**config.mk**
```make
export PLATFORM = sky130hd
export DESIGN_NAME = motion_gated_rep_counter_unit
export DESIGN_NICKNAME = d
export VERILOG_FILES = /design/src/rtl/mgrc_pkg.sv /design/src/rtl/motion_gated_rep_counter_unit.sv
export SDC_FILE = /design/constraint.sdc
export NUM_CORES = 1
export LEC_CHECK = 0
export ABC_AREA = 1
export BUFFER_PORTS_ARGS = -buffer_cell sky130_fd_sc_hd__buf_2
export CORE_AREA = 5 5 222 224
export CTS_BUF_LIST = sky130_fd_sc_hd__clkbuf_8
export CTS_CLUSTER_DIAMETER = 200
export CTS_CLUSTER_SIZE = 28
export DETAILED_ROUTE_END_ITERATION = 6
export DIE_AREA = 0 0 227 229
export RECOVER_POWER = 100
export REMOVE_ABC_BUFFERS = 1
export SYNTH_ARGS = -nofsm -noshare
export SYNTH_HDL_FRONTEND = slang
export SYNTH_SLANG_ARGS = --single-unit
```
**constraint.sdc**
```tcl
create_clock -name clk -period 3.6 [get_ports clk]
set_input_delay 0.72 -clock clk [delete_from_list [all_inputs] [get_ports clk]]
set_output_delay 0.72 -clock clk [all_outputs]
set_load 0.02 [all_outputs]
```
**src/rtl/mgrc_pkg.sv**
```systemverilog
`default_nettype none

package mgrc_pkg;

    // Field widths
    localparam int MAG_W   = 16;
    localparam int VAR_W   = 16;
    localparam int STAMP_W = 32;
    localparam int RUN_W   = 8;
    localparam int REPS_W  = 16;
    localparam int PHASE_W = 2;

    // Stream widths, padded to whole bytes
    localparam int IN_W     = MAG_W + VAR_W + STAMP_W;
    localparam int RES_W    = REPS_W + 1 + 1 + PHASE_W + 1 + STAMP_W + STAMP_W;
    localparam int OUT_W    = ((RES_W + 7) / 8) * 8;
    localparam int OUT_PAD  = OUT_W - RES_W;

    // Configuration port
    localparam int CFG_IDX_W  = 3;
    localparam int CFG_DATA_W = 16;

    localparam logic [CFG_IDX_W-1:0] REG_VAR_THRESHOLD    = 3'd0;
    localparam logic [CFG_IDX_W-1:0] REG_MOTION_ON_COUNT  = 3'd1;
    localparam logic [CFG_IDX_W-1:0] REG_MOTION_OFF_COUNT = 3'd2;
    localparam logic [CFG_IDX_W-1:0] REG_PEAK_LEVEL       = 3'd3;
    localparam logic [CFG_IDX_W-1:0] REG_TROUGH_LEVEL     = 3'd4;

    // Configuration reset values
    localparam logic [VAR_W-1:0] VAR_THRESHOLD_RST    = 16'd64;
    localparam logic [RUN_W-1:0] MOTION_ON_COUNT_RST  = 8'd10;
    localparam logic [RUN_W-1:0] MOTION_OFF_COUNT_RST = 8'd5;
    localparam logic signed [MAG_W-1:0] PEAK_LEVEL_RST   = 16'sd115;
    localparam logic signed [MAG_W-1:0] TROUGH_LEVEL_RST = -16'sd115;

    // Rep phase codes
    localparam logic [PHASE_W-1:0] PH_WAIT_PEAK   = 2'd0;
    localparam logic [PHASE_W-1:0] PH_WAIT_TROUGH = 2'd1;
    localparam logic [PHASE_W-1:0] PH_WAIT_PEAK2  = 2'd2;

    localparam logic [RUN_W-1:0]  RUN_MAX  = '1;
    localparam logic [REPS_W-1:0] REPS_MAX = '1;

    // One input sample
    typedef struct packed {
        logic [STAMP_W-1:0]      stamp_ms;
        logic [VAR_W-1:0]        variance;
        logic signed [MAG_W-1:0] magnitude;
    } mgrc_sample_t;

    // One result, last field in the low bits
    typedef struct packed {
        logic [STAMP_W-1:0] interval_end_ms;
        logic [STAMP_W-1:0] interval_start_ms;
        logic               interval_done;
        logic [PHASE_W-1:0] phase;
        logic               moving;
        logic               rep_done;
        logic [REPS_W-1:0]  reps;
    } mgrc_result_t;

endpackage

`default_nettype wire

```
**src/rtl/motion_gated_rep_counter_unit.sv**
```systemverilog
`default_nettype none

// Channel   Dir  Payload                                         Handshake
// s_axis    in   magnitude, variance, stamp_ms                   tvalid/tready
// m_axis    out  reps, rep_done, moving, phase, interval_done,   tvalid/tready
//                interval_start_ms, interval_end_ms
// cfg       in   cfg_index, cfg_data                             cfg_valid/cfg_ready
//
// Two register stages: an input register, then the result register. One sample
// is taken every cycle unless a stall on m_axis holds the stages.
// The motion/rep state updates when a sample moves into the result register,
// so the next sample in the input register already sees it.
// A stall on m_axis holds both stages; the input stage still fills while
// the result waits. rst_n clears all control state and loads register defaults.
// cfg_ready is always high.

module motion_gated_rep_counter_unit
(
    input  wire logic                           clk,
    input  wire logic                           rst_n,

    input  wire logic                           s_axis_tvalid,
    output logic                                s_axis_tready,
    // [15:0] magnitude, [31:16] variance, [63:32] stamp_ms
    input  wire logic [mgrc_pkg::IN_W-1:0]      s_axis_tdata,

    output logic                                m_axis_tvalid,
    input  wire logic                           m_axis_tready,
    // [15:0] reps, [16] rep_done, [17] moving, [19:18] phase,
    // [20] interval_done, [52:21] interval_start_ms, [84:53] interval_end_ms
    output logic [mgrc_pkg::OUT_W-1:0]          m_axis_tdata,

    input  wire logic                           cfg_valid,
    output logic                                cfg_ready,
    input  wire logic [mgrc_pkg::CFG_IDX_W-1:0] cfg_index,
    input  wire logic [mgrc_pkg::CFG_DATA_W-1:0] cfg_data
);

    import mgrc_pkg::*;

    // Configuration registers
    logic [VAR_W-1:0]        var_threshold_reg;
    logic [RUN_W-1:0]        motion_on_count_reg;
    logic [RUN_W-1:0]        motion_off_count_reg;
    logic signed [MAG_W-1:0] peak_level_reg;
    logic signed [MAG_W-1:0] trough_level_reg;

    // Pipeline registers
    logic         in_valid_reg;
    mgrc_sample_t in_sample_reg;
    logic         out_valid_reg;
    mgrc_result_t out_result_reg;

    // Block state
    logic                    motion_flag_reg,  motion_flag_next;
    logic [RUN_W-1:0]        above_run_reg,    above_run_next;
    logic [RUN_W-1:0]        below_run_reg,    below_run_next;
    logic [PHASE_W-1:0]      rep_phase_reg,    rep_phase_next;
    logic [REPS_W-1:0]       rep_total_reg,    rep_total_next;
    logic signed [MAG_W-1:0] last_sample_reg;
    logic signed [MAG_W-1:0] older_sample_reg;
    logic [STAMP_W-1:0]      motion_begin_reg, motion_begin_next;
    logic [STAMP_W-1:0]      peak_time_reg,    peak_time_next;
    logic [STAMP_W-1:0]      trough_time_reg,  trough_time_next;

    mgrc_result_t result_next;

    logic out_free;
    logic advance;
    logic is_max;
    logic is_min;

    // Handshake: result register frees on take, input stage moves when it is free
    assign out_free      = !out_valid_reg || m_axis_tready;
    assign advance       = in_valid_reg && out_free;
    assign s_axis_tready = !in_valid_reg || out_free;
    assign m_axis_tvalid = out_valid_reg;
    assign m_axis_tdata  = {{OUT_PAD{1'b0}}, out_result_reg};
    assign cfg_ready     = 1'b1;

    // Configuration writes
    always_ff @(posedge clk or negedge rst_n)
    begin
        if (!rst_n)
        begin
            var_threshold_reg    <= VAR_THRESHOLD_RST;
            motion_on_count_reg  <= MOTION_ON_COUNT_RST;
            motion_off_count_reg <= MOTION_OFF_COUNT_RST;
            peak_level_reg       <= PEAK_LEVEL_RST;
            trough_level_reg     <= TROUGH_LEVEL_RST;
        end
        else if (cfg_valid)
        begin
            unique case (cfg_index)
                REG_VAR_THRESHOLD:    var_threshold_reg    <= cfg_data;
                REG_MOTION_ON_COUNT:  motion_on_count_reg  <= cfg_data[RUN_W-1:0];
                REG_MOTION_OFF_COUNT: motion_off_count_reg <= cfg_data[RUN_W-1:0];
                REG_PEAK_LEVEL:       peak_level_reg       <= cfg_data;
                REG_TROUGH_LEVEL:     trough_level_reg     <= cfg_data;
                default: ;
            endcase
        end
    end

    // Local extremum of the previous sample
    assign is_max = (last_sample_reg > older_sample_reg) &&
                    (last_sample_reg > in_sample_reg.magnitude);
    assign is_min = (last_sample_reg < older_sample_reg) &&
                    (last_sample_reg < in_sample_reg.magnitude);

    // Motion gate and rep phase machine
    always_comb
    begin
        motion_flag_next  = motion_flag_reg;
        above_run_next    = above_run_reg;
        below_run_next    = below_run_reg;
        rep_phase_next    = rep_phase_reg;
        rep_total_next    = rep_total_reg;
        motion_begin_next = motion_begin_reg;
        peak_time_next    = peak_time_reg;
        trough_time_next  = trough_time_reg;

        result_next                   = '0;

        // run counters, saturating
        if (!motion_flag_reg)
        begin
            if (in_sample_reg.variance > var_threshold_reg)
                above_run_next = (above_run_reg == RUN_MAX) ? RUN_MAX
                                                            : above_run_reg + 1'b1;
            else
                above_run_next = '0;
            if (above_run_next >= motion_on_count_reg)
            begin
                motion_begin_next = in_sample_reg.stamp_ms;
                motion_flag_next  = 1'b1;
                above_run_next    = '0;
            end
        end
        else
        begin
            if (in_sample_reg.variance < var_threshold_reg)
                below_run_next = (below_run_reg == RUN_MAX) ? RUN_MAX
                                                            : below_run_reg + 1'b1;
            else
                below_run_next = '0;
            if (below_run_next >= motion_off_count_reg)
            begin
                result_next.interval_done     = 1'b1;
                result_next.interval_start_ms = motion_begin_reg;
                result_next.interval_end_ms   = in_sample_reg.stamp_ms;
                motion_flag_next              = 1'b0;
                below_run_next                = '0;
            end
        end

        // peak / trough / peak sequence
        priority if (!motion_flag_next)
        begin
            rep_phase_next = PH_WAIT_PEAK;
        end
        else if (rep_phase_reg == PH_WAIT_PEAK && is_max && last_sample_reg > peak_level_reg)
        begin
            peak_time_next = in_sample_reg.stamp_ms;
            rep_phase_next = PH_WAIT_TROUGH;
        end
        else if (rep_phase_reg == PH_WAIT_TROUGH && is_min &&
                 last_sample_reg < trough_level_reg)
        begin
            trough_time_next = in_sample_reg.stamp_ms;
            rep_phase_next   = PH_WAIT_PEAK2;
        end
        else if (rep_phase_reg == PH_WAIT_PEAK2 && is_max && last_sample_reg > peak_level_reg)
        begin
            if (trough_time_reg > peak_time_reg && in_sample_reg.stamp_ms > trough_time_reg)
            begin
                result_next.rep_done = 1'b1;
                if (rep_total_reg != REPS_MAX)
                    rep_total_next = rep_total_reg + 1'b1;
            end
            rep_phase_next = PH_WAIT_PEAK;
        end
        else
        begin
            // no qualifying extremum: phase holds
        end

        result_next.reps   = rep_total_next;
        result_next.moving = motion_flag_next;
        result_next.phase  = rep_phase_next;
    end

    // Input stage
    always_ff @(posedge clk or negedge rst_n)
    begin
        if (!rst_n)
            in_valid_reg <= 1'b0;
        else if (s_axis_tready)
            in_valid_reg <= s_axis_tvalid;
    end

    always_ff @(posedge clk)
    begin
        if (s_axis_tvalid && s_axis_tready)
            in_sample_reg <= s_axis_tdata;
    end

    // Result stage
    always_ff @(posedge clk or negedge rst_n)
    begin
        if (!rst_n)
            out_valid_reg <= 1'b0;
        else if (out_free)
            out_valid_reg <= in_valid_reg;
    end

    always_ff @(posedge clk)
    begin
        if (advance)
            out_result_reg <= result_next;
    end

    // State update on each processed sample
    always_ff @(posedge clk or negedge rst_n)
    begin
        if (!rst_n)
        begin
            motion_flag_reg  <= 1'b0;
            above_run_reg    <= '0;
            below_run_reg    <= '0;
            rep_phase_reg    <= PH_WAIT_PEAK;
            rep_total_reg    <= '0;
            last_sample_reg  <= '0;
            older_sample_reg <= '0;
            motion_begin_reg <= '0;
            peak_time_reg    <= '0;
            trough_time_reg  <= '0;
        end
        else if (advance)
        begin
            motion_flag_reg  <= motion_flag_next;
            above_run_reg    <= above_run_next;
            below_run_reg    <= below_run_next;
            rep_phase_reg    <= rep_phase_next;
            rep_total_reg    <= rep_total_next;
            older_sample_reg <= last_sample_reg;
            last_sample_reg  <= in_sample_reg.magnitude;
            motion_begin_reg <= motion_begin_next;
            peak_time_reg    <= peak_time_next;
            trough_time_reg  <= trough_time_next;
        end
    end

endmodule

`default_nettype wire

```
* Yosys cells after proc, flatten, opt, wreduce, memory -nomap -nowiden *
Index checks and enable logic that the tools add are counted.
W data, S select, Z words.

storage, ports and cells
  register bits = 378
  bits in latches = 0
  memory bits (writable) = 0
  bits in read-only memories = 0
  bits of input ports = 88
  output and inout bits = 91
  word-level logic and storage cells = 107
  memories = 0

cells by class
  $add $sub $neg = 3
  $mul = 0
  divide/modulo/power cells = 0
  order comparisons = 12
  equal/unequal tests = 9
  shift operators = 0
  mux-type cells = 23
  bitwise operators = 4
  reduce and logical (&&, ||, !) cells = 29

operators by type and width
  operator                 count
  $mux W16                 6
  $gt A16 B16 Y1           4
  $gt A32 B32 Y1           2
  $lt A16 B16 Y1           4
  $mux W8                  8
  $add A16 B1 Y16 const B  1
  $add A8 B1 Y8 const B    2
  $eq A8 B8 Y1 const B     2
  $ge A8 B8 Y1             2
  $ne A16 B16 Y1 const B   1
  $reduce_and A2 Y1        8
  $logic_and A1 B1 Y1      11
  $mux W2                  4
  $eq A3 B2 Y1 const B     2
  $reduce_and A3 Y1        2
  $mux W1                  5
  $not A1 Y1               4
  $reduce_and A4 Y1        1
  $reduce_or A4 Y1         1
  $eq A3 B1 Y1 const B     1
  $eq A3 B3 Y1 const B     1
  $logic_not A3 Y1         1
  $eq A2 B1 Y1 const B     1
  $eq A2 B2 Y1 const B     1
  other kinds (3)          5

* Depth between registers and ports, before layout *
  word-level depth = 9
  depth in mapped cells = 25
  mapped depth without buffers = 25

* Worst setup path before layout *
Ideal clock, no wire load.

  path type = flip-flop to flip-flop
  start point = register var_threshold_reg[6]
  end point = register peak_time_reg[0]
  library setup time = 0.123 ns
  arrival = 3.134 ns
  required time = 3.477 ns
  slack = 0.343 ns
  cell stages (with the launch flop) = 20
  path buffers = 1
  period minus slack after synthesis = 3.257 ns
  path through = dfstp_2 inv_1 ha_1 nand4_1 o221ai_1 nand2_1 nand2_1 inv_1 and3_1 ha_1 a21oi_1 o21a_1 nand3_1 nand2_1 nand2_1 nor2_1 nand3_2 buf_2 nand2_1 o21ai_1

between the ends
  longest elaborated chain between the ends = 7
  elaborated cells between the ends (all ways) = 12
  classes of those cells = order compare: 4; mux: 7; reduce/logical: 1

RTL lines
  item                                                     line                                                                        text
  from (decl)                                              motion_gated_rep_counter_unit.sv:42                                         logic [VAR_W-1:0] var_threshold_reg;
  from (signal assigned)                                   motion_gated_rep_counter_unit.sv:95                                         REG_VAR_THRESHOLD: var_threshold_reg <= cfg_data;
  $gt A16 B16 Y1 / $lt A16 B16 Y1 (equally long branches)  motion_gated_rep_counter_unit.sv:128, motion_gated_rep_counter_unit.sv:142
  $mux W8, on equally long branches                        motion_gated_rep_counter_unit.sv:128, motion_gated_rep_counter_unit.sv:142
  $mux W8                                                  motion_gated_rep_counter_unit.sv:126                                        if (!motion_flag_reg)
  $ge A8 B8 Y1, on equally long branches                   motion_gated_rep_counter_unit.sv:133, motion_gated_rep_counter_unit.sv:147
  $mux W1, on equally long branches                        motion_gated_rep_counter_unit.sv:133, motion_gated_rep_counter_unit.sv:147
  $mux W1 (*)                                              motion_gated_rep_counter_unit.sv:126
  $reduce_and A3 Y1 (no line) (*)                          n/a
  to (signal assigned)                                     motion_gated_rep_counter_unit.sv:249                                        peak_time_reg <= peak_time_next;
  to (decl)                                                motion_gated_rep_counter_unit.sv:63                                         logic [STAMP_W-1:0] peak_time_reg, peak_time_next;

Mark *: on every way between the ends. The rest lies on a longest branch, timed or not. The select of a mux whose other input is x is not followed.
A chain may end at the register's enable or synchronous reset.

* Final worst setup path *
  start point = register var_threshold_reg[1]
  end point = register out_result_reg (netlist bit m_axis_tdata[1]) (data pin)

between the ends
  longest elaborated chain between the ends = 7
  elaborated cells between the ends (all ways) = 12
  classes of those cells = order compare: 4; mux: 8

RTL lines
  item                                                     line                                                                        text
  $gt A16 B16 Y1 / $lt A16 B16 Y1 (equally long branches)  motion_gated_rep_counter_unit.sv:128, motion_gated_rep_counter_unit.sv:142
  $mux W8, on equally long branches                        motion_gated_rep_counter_unit.sv:128, motion_gated_rep_counter_unit.sv:142
  $mux W8                                                  motion_gated_rep_counter_unit.sv:126
  $ge A8 B8 Y1, on equally long branches                   motion_gated_rep_counter_unit.sv:133, motion_gated_rep_counter_unit.sv:147
  $mux W1, on equally long branches                        motion_gated_rep_counter_unit.sv:133, motion_gated_rep_counter_unit.sv:147
  $mux W1 (*)                                              motion_gated_rep_counter_unit.sv:126
  $mux W16 (*)                                             motion_gated_rep_counter_unit.sv:158                                        priority if (!motion_flag_next)
  named net rep_total_next[1]                              motion_gated_rep_counter_unit.sv:59                                         logic [REPS_W-1:0] rep_total_reg, rep_total_next;
  to (signal assigned)                                     motion_gated_rep_counter_unit.sv:220                                        out_result_reg <= result_next;
  to (decl)                                                motion_gated_rep_counter_unit.sv:52                                         mgrc_result_t out_result_reg;

The timed path passes the listed nets; every way through them passes the cells marked *. The select of a mux whose other input is x is not followed.

==> summary.md <==
| Metric | Value |
|---|---|
| Status | finished with violations |
| Failing checks | capacitance limit, slew limit |
| Pre-antenna DRT Iters | 6 |
| CP endpoint kind | register |
| Vias/cell | 4.720 |
| CTS sink cnt | 378 |
| EDFF count, synth | 149 |
| Critical path class | register to register |
| Worst Reg-to-Reg Cells | 22 |
| Min-Delay Path Class | input port to register |
| WL met2 | 19490 µm |
| Leak | 9.851 nW |
| Largest net degree at the start of global routing | 77 |
| Period utilization | 94.52% |
| Worst Path Required | 3.99 ns |
| Post-DR wirelength/cell | 14.37 µm |
| Fillcell total | 4631 |
| Worst-margin pin slew | 1.922 ns |
| Synth Instances | 1999 |
| Met3 wire len | 1466 µm |
| Site Rows | 80 |
| Met1 WL | 18820 µm |
| Hold Vio Cnt, Final | 0 |
| Top Layer Used | met4 |
| Root Buffer | clkbuf_8 |
| ANT nets after route | 0 |
| Hold_sp | s_axis_tdata[41] |
| Maximum vdd drop | 0.4975 mV |
| Netlist Area Pre-Place | 18570 µm² |
| Worst hold path stage count | 1 |
| Crit-path max FO | 10 |
| Ant. Diodes | 0 |
| Die Span Y | 229 µm |
| Area delta synth->final | 12.17% |
| Clock Latency Late Sink | 0.61 ns |
| Initial antenna violation count | 0 |
| Remaining Overflow, GRT | 0 |
| Hold slack | 0.2683 ns |
| Nature of the critical path startpoint | register |
| Hold buffers post-CTS | 0 |
| IO Port Bufs | 174 |
| Unrepaired setup endpoints after global routing | yes |
| Die area | 51980 µm² |
| Global-route wire length before repair | 66640 µm |
| TritonCTS clock tree | built |
| Synth unique cells | 44 |
| CTS max path bufs | 3 |
| Layout cells sized above 1 | 9.932% |
| Arr. time, crit path | 3.79 ns |
| Synthesized flop and latch total | 378 |
| Num CTS Buffers | 17 |
| Placed Area | 20400 µm² |
| Slew Viols, Final | 105 |
| Commonest non-fill, non-tap cell in the layout | nand2_1 |
| RR Startpoint | var_threshold_reg[1]$_DFFE_PN0P_ |
| Sequential element share of the synthesized area | 55.09% |
| Ys flop type | dfrtp_1 |
| Max incr delay on CP | 0.38 ns |
| Async SR Flop Fraction | 60.58% |
| Fin nets | 2435 |
| Core area | 47150 µm² |
| Setup Viol. Count Final | 0 |
| Number of I/O pins | 179 |
| # placed instances | 2776 |
| Core Util, Final | 44.19% |
| Die Width | 227 µm |
| H-tree levels | 1 |
| Total Wirelength | 40370 µm |
| Reg-to-reg critical path endpoint | m_axis_tdata[1]$_DFFE_PP_ |
| Post-layout instance area | 20840 µm² |
| Non-Filler Instances | 2810 |
| Mean Syn Cell Area | 9.292 µm² |
| Hold endpoint | in_sample_reg[41]$_DFFE_PP_ |
| RD Place Congestion | 0.8286 |
| Critical-path cell list | inv_1 > ha_1 > inv_1 > nor2_2 > nor2_1 > o21a_1 > o221ai_2 > nand2_2 > nand2_8 > nand2_8 > a31oi_4 > ha_1 > a21oi_1 > o21a_1 > nand4_1 > nand2_4 > buf_6 > nor2_8 > buf_12 > nand2_1 > nand2_1 > and2_1 |
| MaxCap Viol Count | 2 |
| Min Tclk post-route | 3.403 ns |
| Clock-pin slew on the worst setup and hold paths | 0.18 ns |
| DR vias | 13260 |
| Flop2flop setup slack | 0.20 ns |
| Slowest CP cell | dfrtp_1 |
| Worst clock skew | 0.03894 ns |
| FMAX | 293.9 MHz |
| Max FFs per register | 85 |
| Total track usage | 15.34% |
| Commonest non-fill, non-tap cells in the layout | nand2_1, inv_1, dfrtp_1 |
| Slew HR | -28.13% |
| Vias in the first global route | 13310 |
| Hpwl dp | 29440 µm |
| Yosys Warn Count | 0 |
| Initial DRC Count | 767 |
| DRC | 0 |
| P per Cell Area | 587.0 nW/µm² |
| Initial Util | 39.40% |
-- metrics by stage --
stage | setup slack [ns] | TNS [ns] | total power [mW]
2_1_floorplan | -1.710 | -304.92 | 9.102
3_3_place_gp | -0.1461 | -5.846 | 10.33
3_5_place_dp | -0.2321 | -17.15 | 10.51
4_1_cts | 0.008506 | 0 | 12.35
5_1_grt | -0.04587 | -0.5930 | 13.40
6_report | 0.1974 | 0 | 12.23
-- worst max path at each step --
stage	start	to	cells past startpoint
after detailed placement	var_threshold_reg[9]$_DFFE_PN0P_	m_axis_tdata[1]$_DFFE_PP_	20
after global routing	var_threshold_reg[8]$_DFFE_PN0P_	trough_time_reg[2]$_DFFE_PN0P_	21
after global placement	var_threshold_reg[9]$_DFFE_PN0P_	m_axis_tdata[1]$_DFFE_PP_	20
after CTS	var_threshold_reg[9]$_DFFE_PN0P_	m_axis_tdata[1]$_DFFE_PP_	22
after floorplan	m_axis_tready	m_axis_tdata[0]$_DFFE_PP_	4
final	var_threshold_reg[1]$_DFFE_PN0P_	m_axis_tdata[1]$_DFFE_PP_	22
-- cell usage after synthesis (12+ instances only) --
cell | count | area share [%]
a21oi_1 | 85 | 2.3
buf_2 | 12 | 0.32
clkbuf_1 | 37 | 0.75
dfrtp_1 | 207 | 28
dfstp_2 | 22 | 3.1
edfxtp_1 | 149 | 24
ha_1 | 162 | 11
inv_1 | 331 | 6.7
nand2_1 | 472 | 9.5
nand3_1 | 57 | 1.5
nand4_1 | 18 | 0.61
nor2_1 | 136 | 2.7
nor3_1 | 19 | 0.51
o21ai_0 | 188 | 5.1
o21ai_1 | 34 | 0.92
-- metal layers --
metal  global-route usage, %  vias up
li1                        -     6827
met1                   21.13     6240
met2                   26.61      167
met3                   1.831       30
met4                   2.486        0
met5                       0        -
-- critical path: cells and delay by family (launching register included) --
| kind | cells | cell delay [ns] |
|---|---|---|
| AO/OA/AOI/OAI | 5 | 0.77 |
| adder cells (fa/ha/maj) | 2 | 0.54 |
| buffers and inverters | 4 | 0.36 |
| flip-flops | 1 | 0.38 |
| AND/OR/NAND/NOR | 11 | 1.11 |
-- cell type report --
| type | count | area (µm²) | area share (%) |
|---|---|---|---|
| Sequential cell | 378 | 10230 | 49.11 |
| Inverter | 333 | 1252 | 6.011 |
| Clock buffer | 17 | 234.0 | 1.123 |
| Clock inverter | 12 | 57.56 | 0.2762 |
| Multi-Input combinational cell | 1235 | 7131 | 34.22 |
| Tap cell | 615 | 769.5 | 3.693 |
| Timing Repair Buffer | 220 | 1159 | 5.561 |
-- power breakdown --
| group | total [mW] | internal, mW | leakage, nW | switching, mW |
|---|---|---|---|---|
| combinational | 4.34 | 1.64 | 5.28 | 2.69 |
| sequential | 6.11 | 5.51 | 4.38 | 0.600 |
| clock | 1.79 | 0.463 | 0.188 | 1.32 |
-- cell families after synthesis --
family	count (synthesis)	synth area share, %
DFF	378	55.09
buffers and inverters	388	8.083
xor gates and xnor gates	7	0.3301
other	2	0.04043
adders and majority gates	162	10.91
AOI/OAI and AO/OA	334	9.397
and+or+nand+nor	728	16.15
-- timing repair --
action,4_1_cts,5_1_grt
buffers inserted,2,2
cloned,0,1
setup endpoints to repair,167,167
resized for setup,10,52
pin swaps,3,9
No activity file was read; power rests on OpenSTA's default activity.
